==> src/rtl/core/sct_ram.sv <==
module sct_ram #(
	parameter int WIDTH = 8,
	parameter int DEPTH = 16
) (
	input  logic                                        clk,
	input  logic                                        we,
	input  logic [((DEPTH > 1) ? $clog2(DEPTH) : 1)-1:0] waddr,
	input  logic [WIDTH-1:0]                            wdata,
	input  logic [((DEPTH > 1) ? $clog2(DEPTH) : 1)-1:0] raddr,
	output logic [WIDTH-1:0]                            rdata
);

	logic [WIDTH-1:0] mem [DEPTH];

	always_ff @(posedge clk) begin
		if (we) begin
			mem[waddr] <= wdata;
		end
		rdata <= mem[raddr];
	end

endmodule

==> config.mk <==
export PLATFORM = sky130hd
export DESIGN_NAME = sct_ram
export DESIGN_NICKNAME = d
export VERILOG_FILES = /design/src/rtl/core/sct_ram.sv
export SDC_FILE = /design/constraint.sdc
export NUM_CORES = 1
export LEC_CHECK = 0
export ABC_AREA = 1
export BUFFER_PORTS_ARGS = -buffer_cell sky130_fd_sc_hd__buf_2
export CAP_MARGIN = 20
export CORE_MARGIN = 2
export CORE_UTILIZATION = 52
export DETAILED_ROUTE_END_ITERATION = 8
export PLACE_DENSITY = 0.69
export SYNTH_ARGS = -nofsm -noshare
export SYNTH_HDL_FRONTEND = slang
export SYNTH_SLANG_ARGS = --single-unit
==> constraint.sdc <==
create_clock -name clk -period 1.21 [get_ports clk]
set_input_delay 0.121 -clock clk [delete_from_list [all_inputs] [get_ports clk]]
set_output_delay 0.121 -clock clk [all_outputs]
set_load 0.005 [all_outputs]
==> results_dict.tcl <==
set metrics [dict create \
    status "finished clean" \
    grt_antenna_before_repair 0 \
    worstSetupStartpointType "flop" \
    synth_cell_types 12 \
    max_freq_mhz 922.0 \
    wl_per_cell_microns 16.14 \
    hp-class "input port to flop" \
    fin_crit_ps 1085 \
    netlist_area_sq_um 5767 \
    rsz0062_at_grt "no" \
    grt_usage 0.2255 \
    avgViaCountPerCell 5.068 \
    cp.arrival_ps 960 \
    cts.sinks 136 \
    power.total_w 0.01092 \
    cpPeakStageDelay_ps 320 \
    drive_gt1_frac 0.1429 \
    path_buf_inv 1 \
    slew_violations 0 \
    grt_pass1_vias 3659 \
    power_density_nw_per_um2 1595 \
    reg2reg_from "mem[5][6]" \
    nets 628 \
    dr_total_vias 3867 \
    final_common_cell "nand2_1" \
    synthCells 551 \
    place_hpwl_mm 7.540 \
    dieWidth_microns 109.3 \
    cts_tree "built" \
    worst_r2r_path_depth 6 \
    start_util 0.5320 \
    worstHoldEndpoint "mem[9][0]" \
    min_from "wdata[0]" \
    htreeDepth 4 \
    die_y_microns 109.3 \
    port_buffers 25 \
    worst-path-stages 1 \
    grt_pass1_wl_mm 19.35 \
    max_slew_margin 0.7729 \
    num_io_pins 26 \
    synthTopCellsByArea "edfxtp_1 (67%), nand2_1 (11%), nand3_1 (8.4%), inv_1 (6.5%), dfxtp_1 (2.8%)" \
    drtIter0Drc 296 \
    ant_nets 0 \
    root_buffer "clkbuf_8" \
    path_cells "buf_2" \
    cts_buffers 17 \
    ctsLongestPathBuffers 2 \
    synth_area_per_cell_sq_um 10.47 \
    fin_setup_tns_ps 0 \
    ys_warn_count 0 \
    setup_viol 0 \
    dieArea_sq_um 11950 \
    ys_ff_latch 136 \
    grt_max_degree 65 \
    path_max_fanout 1 \
    endpoint_kind "primary output" \
    rows 38 \
    cp.required_ps 1090 \
    multi_input_area_sq_um 1214 \
    gp_congestion 0.8370 \
    firstDrtPassIters 5 \
    hold_depth 1 \
    finalHoldViolCount 0 \
    grt-ovfl-total 0 \
    worstMarginPinSlew_ps 340.6 \
    fin_skew_ps 9.134 \
    synth.yosys.seq_area_share 0.6943 \
    path_clk_slew_ps 60 \
    drc 0 \
    core_area_sq_um 10840 \
    syn2layout_area_growth_pct 18.72 \
    reg2reg_to "rdata[6]" \
    wl_mm 12.32 \
    ir_worst_vdd_mv 0.8430 \
    n_antenna_cell 0 \
    regArea_sq_um 4004 \
    synth_nets 569 \
    fillers 840 \
    synth.top_cell.area_share 0.6665 \
    critPathTopFamily "flip-flops" \
    max_cap_viol_count 0 \
    r2r_slack_ps 190 \
    critPathKind "flop to primary output" \
    cts-resized-gates 0 \
    layout_common_cells "nand2_1 (173), edfxtp_1 (128), inv_1 (100)" \
    fin_crit_sh 0.8963 \
    cellLeakagePower_nw 3.011 \
    clk_latency_ps 530 \
    yosys.area.top_type "edfxtp_1" \
    worst_path_max_delay_cell "dfxtp_1" \
]
[flip-flops by register name, summed over array words and instances, names as in the netlist]
name / cells
mem: 128
rdata: 8
[final cells by class]
| class | instances | area share |
|---|---|---|
| Sequential cell | 136 | 0.5848 |
| Multi-Input combinational cell | 289 | 0.1773 |
| Timing Repair Buffer | 64 | 0.07237 |
| Clock buffer | 18 | 0.06104 |
| Inverter | 102 | 0.05592 |
| Tap cell | 140 | 0.02558 |
| Clock inverter | 14 | 0.02303 |
[worst max path at each step]
| stage | end | startpoint | slack (ps) |
|---|---|---|---|
| final | rdata[7] | rdata[7] | 130 |
| after global routing | rdata[7] | rdata[7] | 80 |
| after CTS | rdata[7] | rdata[7] | 90 |
| after detailed placement | mem[9][5] | waddr[2] | 40 |
| after global placement | mem[5][7] | waddr[3] | 70 |
| after floorplan | mem[10][0] | waddr[2] | 140 |
[power by group]
part	switching, W	total (W)	internal (W)
clock	0.00185	0.00496	0.00311
sequential	0.0000288	0.00530	0.00527
combinational	0.000434	0.000667	0.000233
[cells by family (layout without fill, tap and decap cells)]
family	count (synthesis)	in the layout	synth area share
and+or+nand+nor	289	289	0.2105
buffers and inverters	126	198	0.09525
DFF	136	136	0.6943
[cell usage after synthesis (all sizes together)]
master,n
edfxtp,128
dfxtp,8
nand2,173
nor2,17
buf,24
nand3b,2
nand3,97
inv,102
[routing by layer]
metal | share of wire | GRT usage | wire (microns)
met1 | 0.44 | 0.3027 | 5366
met5 | 0 | 0 | 0
met2 | 0.48 | 0.3545 | 5961
met4 | 0.016 | 0.08770 | 198
met3 | 0.064 | 0.05987 | 792
[per-stage QoR]
step / std cells / hold slack [ps] / setup slack, ps / cell area (sq um) / util
3_3_place_gp: 725 / 503.7 / 67.24 / 6211 / 0.5729
5_1_grt: 763 / 10.11 / 80.76 / 6847 / 0.6316
3_5_place_dp: 725 / 500.6 / 36.14 / 6211 / 0.5729
4_1_cts: 763 / 12.55 / 93.39 / 6847 / 0.6316
6_report: 763 / 21.07 / 125.5 / 6847 / 0.6316
2_1_floorplan: 551 / 219.9 / 138.2 / 5767 / -
[repair_timing]
| item | CTS | global route |
|---|---|---|
| endpoints found under the hold margin | 88 | 0 |
| hold buffers | 6 | 0 |
| buffers inserted | 0 | 0 |
Note: power is estimated with default switching activity, not from simulation.
