==> config.mk <==
export PLATFORM = sky130hd
export DESIGN_NAME = sct_mod
export DESIGN_NICKNAME = d
export VERILOG_FILES = /design/src/rtl/core/sct_pkg.sv /design/src/rtl/core/sct_mod.sv
export SDC_FILE = /design/constraint.sdc
export NUM_CORES = 1
export LEC_CHECK = 0
export BUFFER_PORTS_ARGS = -buffer_cell sky130_fd_sc_hd__buf_2
export CORE_MARGIN = 10
export CORE_UTILIZATION = 54
export DETAILED_ROUTE_END_ITERATION = 10
export HOLD_SLACK_MARGIN = 0.03
export PLACE_DENSITY_LB_ADDON = 0.2
export SKIP_LAST_GASP = 1
export SLEW_MARGIN = 30
export SYNTH_ARGS = -nofsm -noshare
export SYNTH_HDL_FRONTEND = slang
export SYNTH_SLANG_ARGS = --single-unit
export TNS_END_PERCENT = 100
==> constraint.sdc <==
create_clock -name clk -period 2.49 [get_ports clk]
set_input_delay 0.249 -clock clk [delete_from_list [all_inputs] [get_ports clk]]
set_output_delay 0.249 -clock clk [all_outputs]
set_load 0.02 [all_outputs]
==> src/rtl/core/sct_pkg.sv <==
package sct_pkg;

	localparam int MAX_SETS  = 256;
	localparam int MAX_WAYS  = 8;
	localparam int ADDR_W    = 32;
	localparam int SET_W     = $clog2(MAX_SETS);
	localparam int WAY_W     = $clog2(MAX_WAYS);
	localparam int MIN_LBITS = 5;
	localparam int MAX_LBITS = 7;
	localparam int LID_W     = ADDR_W - MIN_LBITS;
	localparam int SCNT_W    = 9;
	localparam int WCNT_W    = 4;
	localparam int LB_W      = 3;
	localparam int POL_W     = 2;
	localparam int CFG_W     = 9;
	localparam int CFG_IDX_W = 3;
	localparam int LEN_W     = 7;
	localparam int OFF_W     = MAX_LBITS;
	localparam int OLEN_W    = 8;
	localparam int CNT_W     = 32;
	localparam int LK_W      = 2;
	localparam int LFSR_W    = 16;
	localparam int LEN_CAP   = 64;

	typedef enum logic [CFG_IDX_W-1:0] {
		CFG_SET_COUNT,
		CFG_WAYS,
		CFG_LINE_BITS,
		CFG_POLICY,
		CFG_WB_EN,
		CFG_WA_EN
	} cfg_idx_t;

	typedef enum logic [POL_W-1:0] {
		POL_FIFO,
		POL_LRU,
		POL_MRU,
		POL_RAND
	} pol_t;

	typedef enum logic [2:0] {
		EV_HIT,
		EV_MISS,
		EV_FILL,
		EV_WB,
		EV_WT
	} ev_t;

	typedef enum logic {
		MODE_LOAD,
		MODE_STORE
	} mode_t;

	typedef enum logic [3:0] {
		S_IDLE,
		S_DIV,
		S_RD,
		S_LD,
		S_SRCH,
		S_HIT,
		S_MISS,
		S_FILL,
		S_INS,
		S_WB,
		S_STFIN,
		S_WT,
		S_WR,
		S_FIN
	} state_t;

	typedef struct packed {
		logic              mode;
		logic [ADDR_W-1:0] access_addr;
		logic [LEN_W-1:0]  access_length;
		logic              streaming;
	} acc_t;

	typedef struct packed {
		logic [2:0]        event_res;
		logic [ADDR_W-1:0] out_addr;
		logic [OLEN_W-1:0] out_length;
		logic              out_streaming;
		logic              is_last;
		logic [CNT_W-1:0]  load_count;
		logic [CNT_W-1:0]  store_count;
		logic [CNT_W-1:0]  hit_count;
		logic [CNT_W-1:0]  miss_count;
		logic [CNT_W-1:0]  evict_count;
	} res_t;

	// one set: ordered queue of ways, front is way 0
	typedef struct packed {
		logic [MAX_WAYS-1:0][LID_W-1:0] tag;
		logic [MAX_WAYS-1:0]            vld;
		logic [MAX_WAYS-1:0]            drt;
	} row_t;

	function automatic logic [LFSR_W-1:0] lfsr_step(input logic [LFSR_W-1:0] x);
		return {x[0] ^ x[2] ^ x[3] ^ x[5], x[LFSR_W-1:1]};
	endfunction

	function automatic logic [ADDR_W-1:0] line_base(input logic [LID_W-1:0] cl,
			input logic [LB_W-1:0] lb);
		logic [ADDR_W-1:0] t;
		t = {cl, {MIN_LBITS{1'b0}}};
		return t << (lb - LB_W'(MIN_LBITS));
	endfunction

endpackage

==> src/rtl/core/sct_mod.sv <==
module sct_mod (
	input  logic                       clk,
	input  logic                       arst_n,
	input  logic                       start,
	input  logic [sct_pkg::LID_W-1:0]  dividend,
	input  logic [sct_pkg::SET_W:0]    divisor,
	output logic                       busy,
	output logic [sct_pkg::SET_W-1:0]  rem
);
	import sct_pkg::*;

	localparam int CW = $clog2(LID_W + 1);

	logic [LID_W-1:0] dv_q;
	logic [SET_W-1:0] rem_q;
	logic [CW-1:0]    cnt_q;
	logic             busy_q;
	logic [SET_W:0]   trial;
	logic [SET_W:0]   diff;

	// restoring remainder, one dividend bit per cycle
	assign trial = {rem_q, dv_q[LID_W-1]};
	assign diff  = trial - divisor;

	always_ff @(posedge clk or negedge arst_n) begin
		if (!arst_n) begin
			busy_q <= 1'b0;
			cnt_q  <= '0;
		end else if (start) begin
			busy_q <= 1'b1;
			cnt_q  <= CW'(LID_W);
		end else if (busy_q) begin
			cnt_q <= cnt_q - 1'b1;
			if (cnt_q == CW'(1)) begin
				busy_q <= 1'b0;
			end
		end
	end

	always_ff @(posedge clk) begin
		if (start) begin
			dv_q  <= dividend;
			rem_q <= '0;
		end else if (busy_q) begin
			dv_q  <= dv_q << 1;
			rem_q <= (trial >= divisor) ? diff[SET_W-1:0] : trial[SET_W-1:0];
		end
	end

	assign busy = busy_q;
	assign rem  = rem_q;

endmodule

==> results of run 1 <==
-- final timing paths --
check	start	endpoint	slack, ns
worst max-delay path	rem[5]$_SDFFE_PP0P_	rem[7]$_SDFFE_PP0P_	0.18
worst max register to register	rem[5]$_SDFFE_PP0P_	rem[7]$_SDFFE_PP0P_	0.18
worst min-delay path	dividend[0]	dv_q[0]$_SDFFCE_PN0P_	0.25
max in group asynchronous	arst_n	cnt_q[0]$_DFFE_PN0P_	2.05
min in group asynchronous	arst_n	cnt_q[2]$_DFFE_PN0P_	0.30
worst min register to register	rem[6]$_SDFFE_PP0P_	rem[6]$_SDFFE_PP0P_	0.51
-- power by group --
group / switching (W) / leakage [nW] / internal, W
clock network: 0.000238 / 0.0455 / 0.000194
logic: 0.000119 / 0.693 / 0.000122
registers: 0.0000227 / 0.415 / 0.000785
total: 0.000380 / 1.15 / 0.00110
-- cell usage after synthesis (4+ instances only) --
library cell,count,area (um2)
dfrtp_1,6,150
dfxtp_1,8,160
a21oi_1,5,25.0
mux2_2,26,293
nand2b_1,6,37.5
edfxtp_1,27,811
clkbuf_1,7,26.3
inv_1,16,60.1
a311oi_1,7,61.3
nand2_1,8,30.0
nor3_1,4,20.0
ha_1,11,138
o21ai_0,13,65.1
nor2_1,13,48.8
-- cell families after synthesis --
| kind of cell | count (synthesis) |
|---|---|
| XOR/XNOR | 4 |
| flip-flops | 41 |
| multiplexers | 26 |
| AO/OA/AOI/OAI | 39 |
| adder cells (fa/ha/maj) | 12 |
| buffers and inverters | 24 |
| AND/OR/NAND/NOR | 54 |
-- layer usage --
layer,global-route usage [%],part of all wire [%],routed length (um),up-vias
met5,0,0,0,-
met3,4.54,6.5,321,7
li1,-,-,-,855
met4,4.94,1.3,65,0
met1,17.8,46,2270,778
met2,20.3,46,2250,51
-- worst max-delay path, stage by stage, from the launching register on --
cell	delay, ns
dfxtp_1	0.34
ha_1	0.42
nand4_2	0.16
o311a_1	0.50
or4b_1	0.55
a311oi_1	0.24
-- stage by stage --
stage               total power [W]  instance area (um2)  instances  worst slack (ns)  hold slack [ns]
finish                      0.00148                 2680        304             0.185            0.245
floorplan                  0.000978                 2270        200             0.305          -0.0466
global route                0.00156                 2680        304           0.00321            0.249
global placement            0.00105                 2580        295             0.205           0.0804
CTS                         0.00150                 2680        304             0.156            0.237
detailed placement          0.00106                 2580        295             0.180           0.0805
-- sequential cells by signal (all words and copies together) (netlist names) --
name	cells
cnt_q	5
rem	8
busy	1
dv_q	27
-- what timing repair did --
action,CTS,global route
gates resized for setup,0,2
setup endpoints to repair,0,1
hold buffers,1,0
endpoints found under the hold margin,6,0
-- layout make-up --
type	count	share of cell area, %
Timing Repair Buffer	54	10.8
Multi-Input combinational cell	135	39.6
Clock inverter	3	0.653
Clock buffer	5	2.57
Tap cell	50	2.33
Inverter	16	2.24
Sequential cell	41	41.8
==> out/qor.yml, run 1 <==
max_cap_viol_count: 0
diodes: 0
placeableCoreArea_um2: 4030
ports_placed_on_the_boundary: 48
floorplan.rows: 23
final_layout_size_suffix_gt1_share_pct: 36.2
run_status: "complete, no violations"
timing.hold.worst_path_depth: 2
gr-total-overflow: 0
detail_route.drc_violations: 0
cp.arrival_ns: 2.52
synth-xor-area-share_pct: 1.55
regArea_um2: 1120
gp_routability_congestion: 0.867
skew_ns: 0.00684
avgRoutedWirePerCell_um: 16.1
fin_setup_tns_ns: 0
cts_tree: "done"
synth.avg_cell_area_um2: 11.3
h-tree-depth: 2
synth.yosys.seq_area_share_pct: 49.4
die_area_um2: 7190
synth-async-reset-ratio_pct: 14.6
numPortBuffers: 47
grt_max_degree: 28
numCtsBuffers: 5
worstSkewPairLatency_ns: 0.30
post_synth_fa_ha_maj_area_fraction_pct: 6.95
synth_top_family_by_area: "simple AND/OR/NAND/NOR gates"
finalWorstPathRequiredPeriod_ns: 2.31
max_slew_margin_pct: 68.8
synthesis_warning_total: 0
num_vias: 1691
crit_fanout: 11
ys.flop_type: "edfxtp_1"
vdd.ir_drop.worst_mv: 0.293
grt_antenna_before_repair: 0
setup_buffers_after_cts: 0
syn_area_um2: 2270
floorplan.initialDensity_pct: 56.3
detailedRoute.firstPassIterationCount: 4
grt_pass1_vias: 1666
crit_type: "register to register"
floorplan.die.height_um: 84.8
rsz0062_at_grt: "false"
synthSimpleGateAreaFrac_pct: 13.1
muxShareOfSynthArea_pct: 12.9
post-route-period-util_pct: 92.6
syn-num-nets: 251
powerDensity_nw_per_um2: 552
die_width_um: 84.8
vias_per_cell: 5.56
max-clock-path-buffers: 2
multi_input_area_um2: 1060
dp_hpwl_mm: 3.53
compound_cell_area_share_of_the_yosys_netlist_pct: 12.0
synthesis.instances: 200
iteration_0_drc_count_of_the_detailed_router: 105
measured_slew_at_the_worst_slew_check_pin_ns: 0.461
grtUsageTotal_pct: 13.6
synth.ff_latch_count: 41
layout.cells.most_common: "buf_2"
fillers: 339
clock-root-buffer: "clkbuf_8"
report.final.hold_viol_count: 0
ff2ff_path_depth: 5
antenna_left: 0
static-leakage-power_nw: 1.15
wirelength_mm: 4.90
fin_nets: 304
min_path_type: "input port to register"
worst_setup_path_end_kind: "register"
critPathLaunchType: "register"
area_delta_synth_final_pct: 18.3
worst_ep_required_time_ns: 2.70
cts.sinks: 41
post-route-util_pct: 66.6
fmaxAchievable_mhz: 434
netlist-cell-type-count: 42
report.final.setup_viol: 0
layout_common_cells: "buf_2, edfxtp_1, mux2_2"
drv_slew: 0
grt_pass1_wl_mm: 8.05
synth_edf_count: 27
clock_transition_time_at_the_flip_flop_clock_pins_of_the_worst_setup_and_hold_paths_ns: 0.08
Power figures use the tool's default switching activity.
==> run 2: changes to the inputs <==
--- a/config.mk
+++ b/config.mk
@@ -7,10 +7,10 @@
 export LEC_CHECK = 0
 export BUFFER_PORTS_ARGS = -buffer_cell sky130_fd_sc_hd__buf_2
 export CORE_MARGIN = 10
-export CORE_UTILIZATION = 54
+export CORE_UTILIZATION = 40
 export DETAILED_ROUTE_END_ITERATION = 10
 export HOLD_SLACK_MARGIN = 0.03
-export PLACE_DENSITY_LB_ADDON = 0.2
+export PLACE_DENSITY = 0.64
 export SKIP_LAST_GASP = 1
 export SLEW_MARGIN = 30
 export SYNTH_ARGS = -nofsm -noshare
==> run 2 against run 1 <==
Compared with the run above:
- clock skew shrank 0.0034 ns
- final cell count grew 7.6%
- combinational power shrank 2%
- largest power group unchanged
==> out/qor.yml, run 2 (synthesis results as in run 1) <==
measured_slew_at_the_worst_slew_check_pin_ns: 0.602  # +0.141 ns
max_slew_margin_pct: 59.2  # -9.5 points
design_area_um2: 2750  # +2.6%
clock_transition_time_at_the_flip_flop_clock_pins_of_the_worst_setup_and_hold_paths_ns: 0.08  # about the same
timing.hold.worst_path_depth: 2  # unchanged
avgRoutedWirePerCell_um: 14.8  # -8.4%
max-clock-path-buffers: 2  # unchanged
diodes: 0  # unchanged
antenna_left: 0  # unchanged
crit_fanout: 11  # unchanged
drv_slew: 0  # unchanged
layout.cells.most_common: "buf_2"
worst_ep_required_time_ns: 2.71  # about the same
fin_nets: 305  # +0.33%
floorplan.rows: 27  # +17%
grt_max_degree: 27  # -3.6%
largest-register: "dv_q"
grtUsageTotal_pct: 11.2  # -2.4 points
area_delta_synth_final_pct: 21.3
final_layout_size_suffix_gt1_share_pct: 36.9  # +0.64 points
cts_tree: "done"
ff2ff_path_depth: 5  # unchanged
powerDensity_nw_per_um2: 583  # +5.6%
post-route-util_pct: 49.9  # -17 points
whs_ns: 0.229  # -0.0159 ns
die_area_um2: 9080  # +26%
worst_setup_path_end_kind: "register"
detail_route.drc_violations: 0  # unchanged
crit_path_cell_trace: "ha_1, nand4_2, o311a_1, or4b_1, a311oi_1"
report.final.hold_viol_count: 0  # unchanged
h-tree-depth: 2  # unchanged
report.final.setup_viol: 0  # unchanged
fillers: 515  # +52%
max_cap_viol_count: 0  # unchanged
floorplan.die.height_um: 95.3  # +12%
vdd.ir_drop.worst_mv: 0.415  # +41%
clock-root-buffer: "clkbuf_8"
fmaxAchievable_mhz: 441  # +1.7%
worstSkewPairLatency_ns: 0.30  # about the same
skew_ns: 0.00345  # -0.00338 ns
instance_area_after_placement_um2: 2610  # +1.4%
grt_pass1_vias: 1741  # +4.5%
die_width_um: 95.3  # +12%
post-route-period-util_pct: 91.0  # -1.6 points
wirelength_mm: 4.83  # -1.5%
run_status: "complete, no violations"
finalWorstPathRequiredPeriod_ns: 2.27  # -0.0396 ns
min_path_type: "input port to register"
ports_placed_on_the_boundary: 48  # unchanged
vias_per_cell: 5.17  # -7.1%
placeableCoreArea_um2: 5510  # +37%
grt_antenna_before_repair: 0  # unchanged
cp.arrival_ns: 2.48  # -0.04 ns
max_reg_flops: 27  # unchanged
layout_common_cells: "buf_2, edfxtp_1, mux2_2"
rsz0062_at_grt: "false"
worst_path_largest_cell_delay_ns: 0.55  # about the same
grt_pass1_wl_mm: 8.02  # -0.43%
numPortBuffers: 47  # unchanged
static-leakage-power_nw: 1.17  # +1.4%
iteration_0_drc_count_of_the_detailed_router: 94  # -10%
gr-total-overflow: 0  # unchanged
gp_routability_congestion: 0.820  # -5.5%
detailedRoute.firstPassIterationCount: 4  # unchanged
numCtsBuffers: 5  # unchanged
num_vias: 1689  # -0.12%
floorplan.initialDensity_pct: 41.2  # -15 points
dp_hpwl_mm: 3.64  # +2.9%
cts.sinks: 41  # unchanged
crit_type: "register to register"
critPathLaunchType: "register"
fin_setup_tns_ns: 0  # unchanged
critical-path-slowest-cell: "or4b_1"
-- run 2: timing repair --
item,4_1_cts,5_1_grt
resized for setup,0,2
setup endpoints to repair,0,1
hold endpoints to repair,6,0
buffers inserted,0,0
hold buffers,1,0
-- run 2: metal layers --
| layer | vias to the layer above | wire length [um] | track usage, % |
|---|---|---|---|
| met1 | 788 | 2210 | 14.1 |
| met3 | 8 | 350 | 4.16 |
| met2 | 44 | 2180 | 16.9 |
| met4 | 0 | 82 | 4.86 |
| met5 | - | 0 | 0 |
| li1 | 849 | - | - |
-- run 2: power breakdown --
part / switching (W) / internal [W] / total [W]
sequential: 0.0000226 / 0.000785 / 0.000808
combinational: 0.000116 / 0.000121 / 0.000236
clock: 0.000233 / 0.000326 / 0.000559
-- run 2: layout make-up --
type                            count  area [um2]  share of cell area [%]
Sequential cell                    41        1120                    40.8
Inverter                           16        60.1                    2.18
Clock buffer                        6        82.6                    3.00
Tap cell                           72        90.1                    3.28
Clock inverter                      2        37.5                    1.36
Timing Repair Buffer               55         298                    10.8
Multi-Input combinational cell    135        1060                    38.6
-- run 2: path summary, 6_finish.rpt --
| kind | from | endpoint | slack, ns |
|---|---|---|---|
| setup / recovery | rem[5]$_SDFFE_PP0P_ | rem[7]$_SDFFE_PP0P_ | 0.22 |
| hold / removal | dividend[0] | dv_q[0]$_SDFFCE_PN0P_ | 0.23 |
| setup reg to reg | rem[5]$_SDFFE_PP0P_ | rem[7]$_SDFFE_PP0P_ | 0.22 |
| hold reg to reg | rem[7]$_SDFFE_PP0P_ | rem[7]$_SDFFE_PP0P_ | 0.51 |
| max in group asynchronous | arst_n | cnt_q[3]$_DFFE_PN0P_ | 2.04 |
| min in group asynchronous | arst_n | cnt_q[2]$_DFFE_PN0P_ | 0.31 |
-- run 2: critical path, delay by kind of cell (launching register included) --
kind                       cells  cell delay [ns]
adders and majority gates      1             0.42
DFF                            1             0.34
and+or+nand+nor                2             0.71
AOI/OAI and AO/OA              2             0.72
-- run 2: stage by stage --
stage                     power (W)  setup WS [ns]  cells
final                       0.00160          0.224    327
after CTS                   0.00162          0.124    327
after floorplan            0.000978          0.305    200
after global routing        0.00168        0.00489    327
after detailed placement    0.00106          0.154    318
after global placement      0.00105          0.208    318
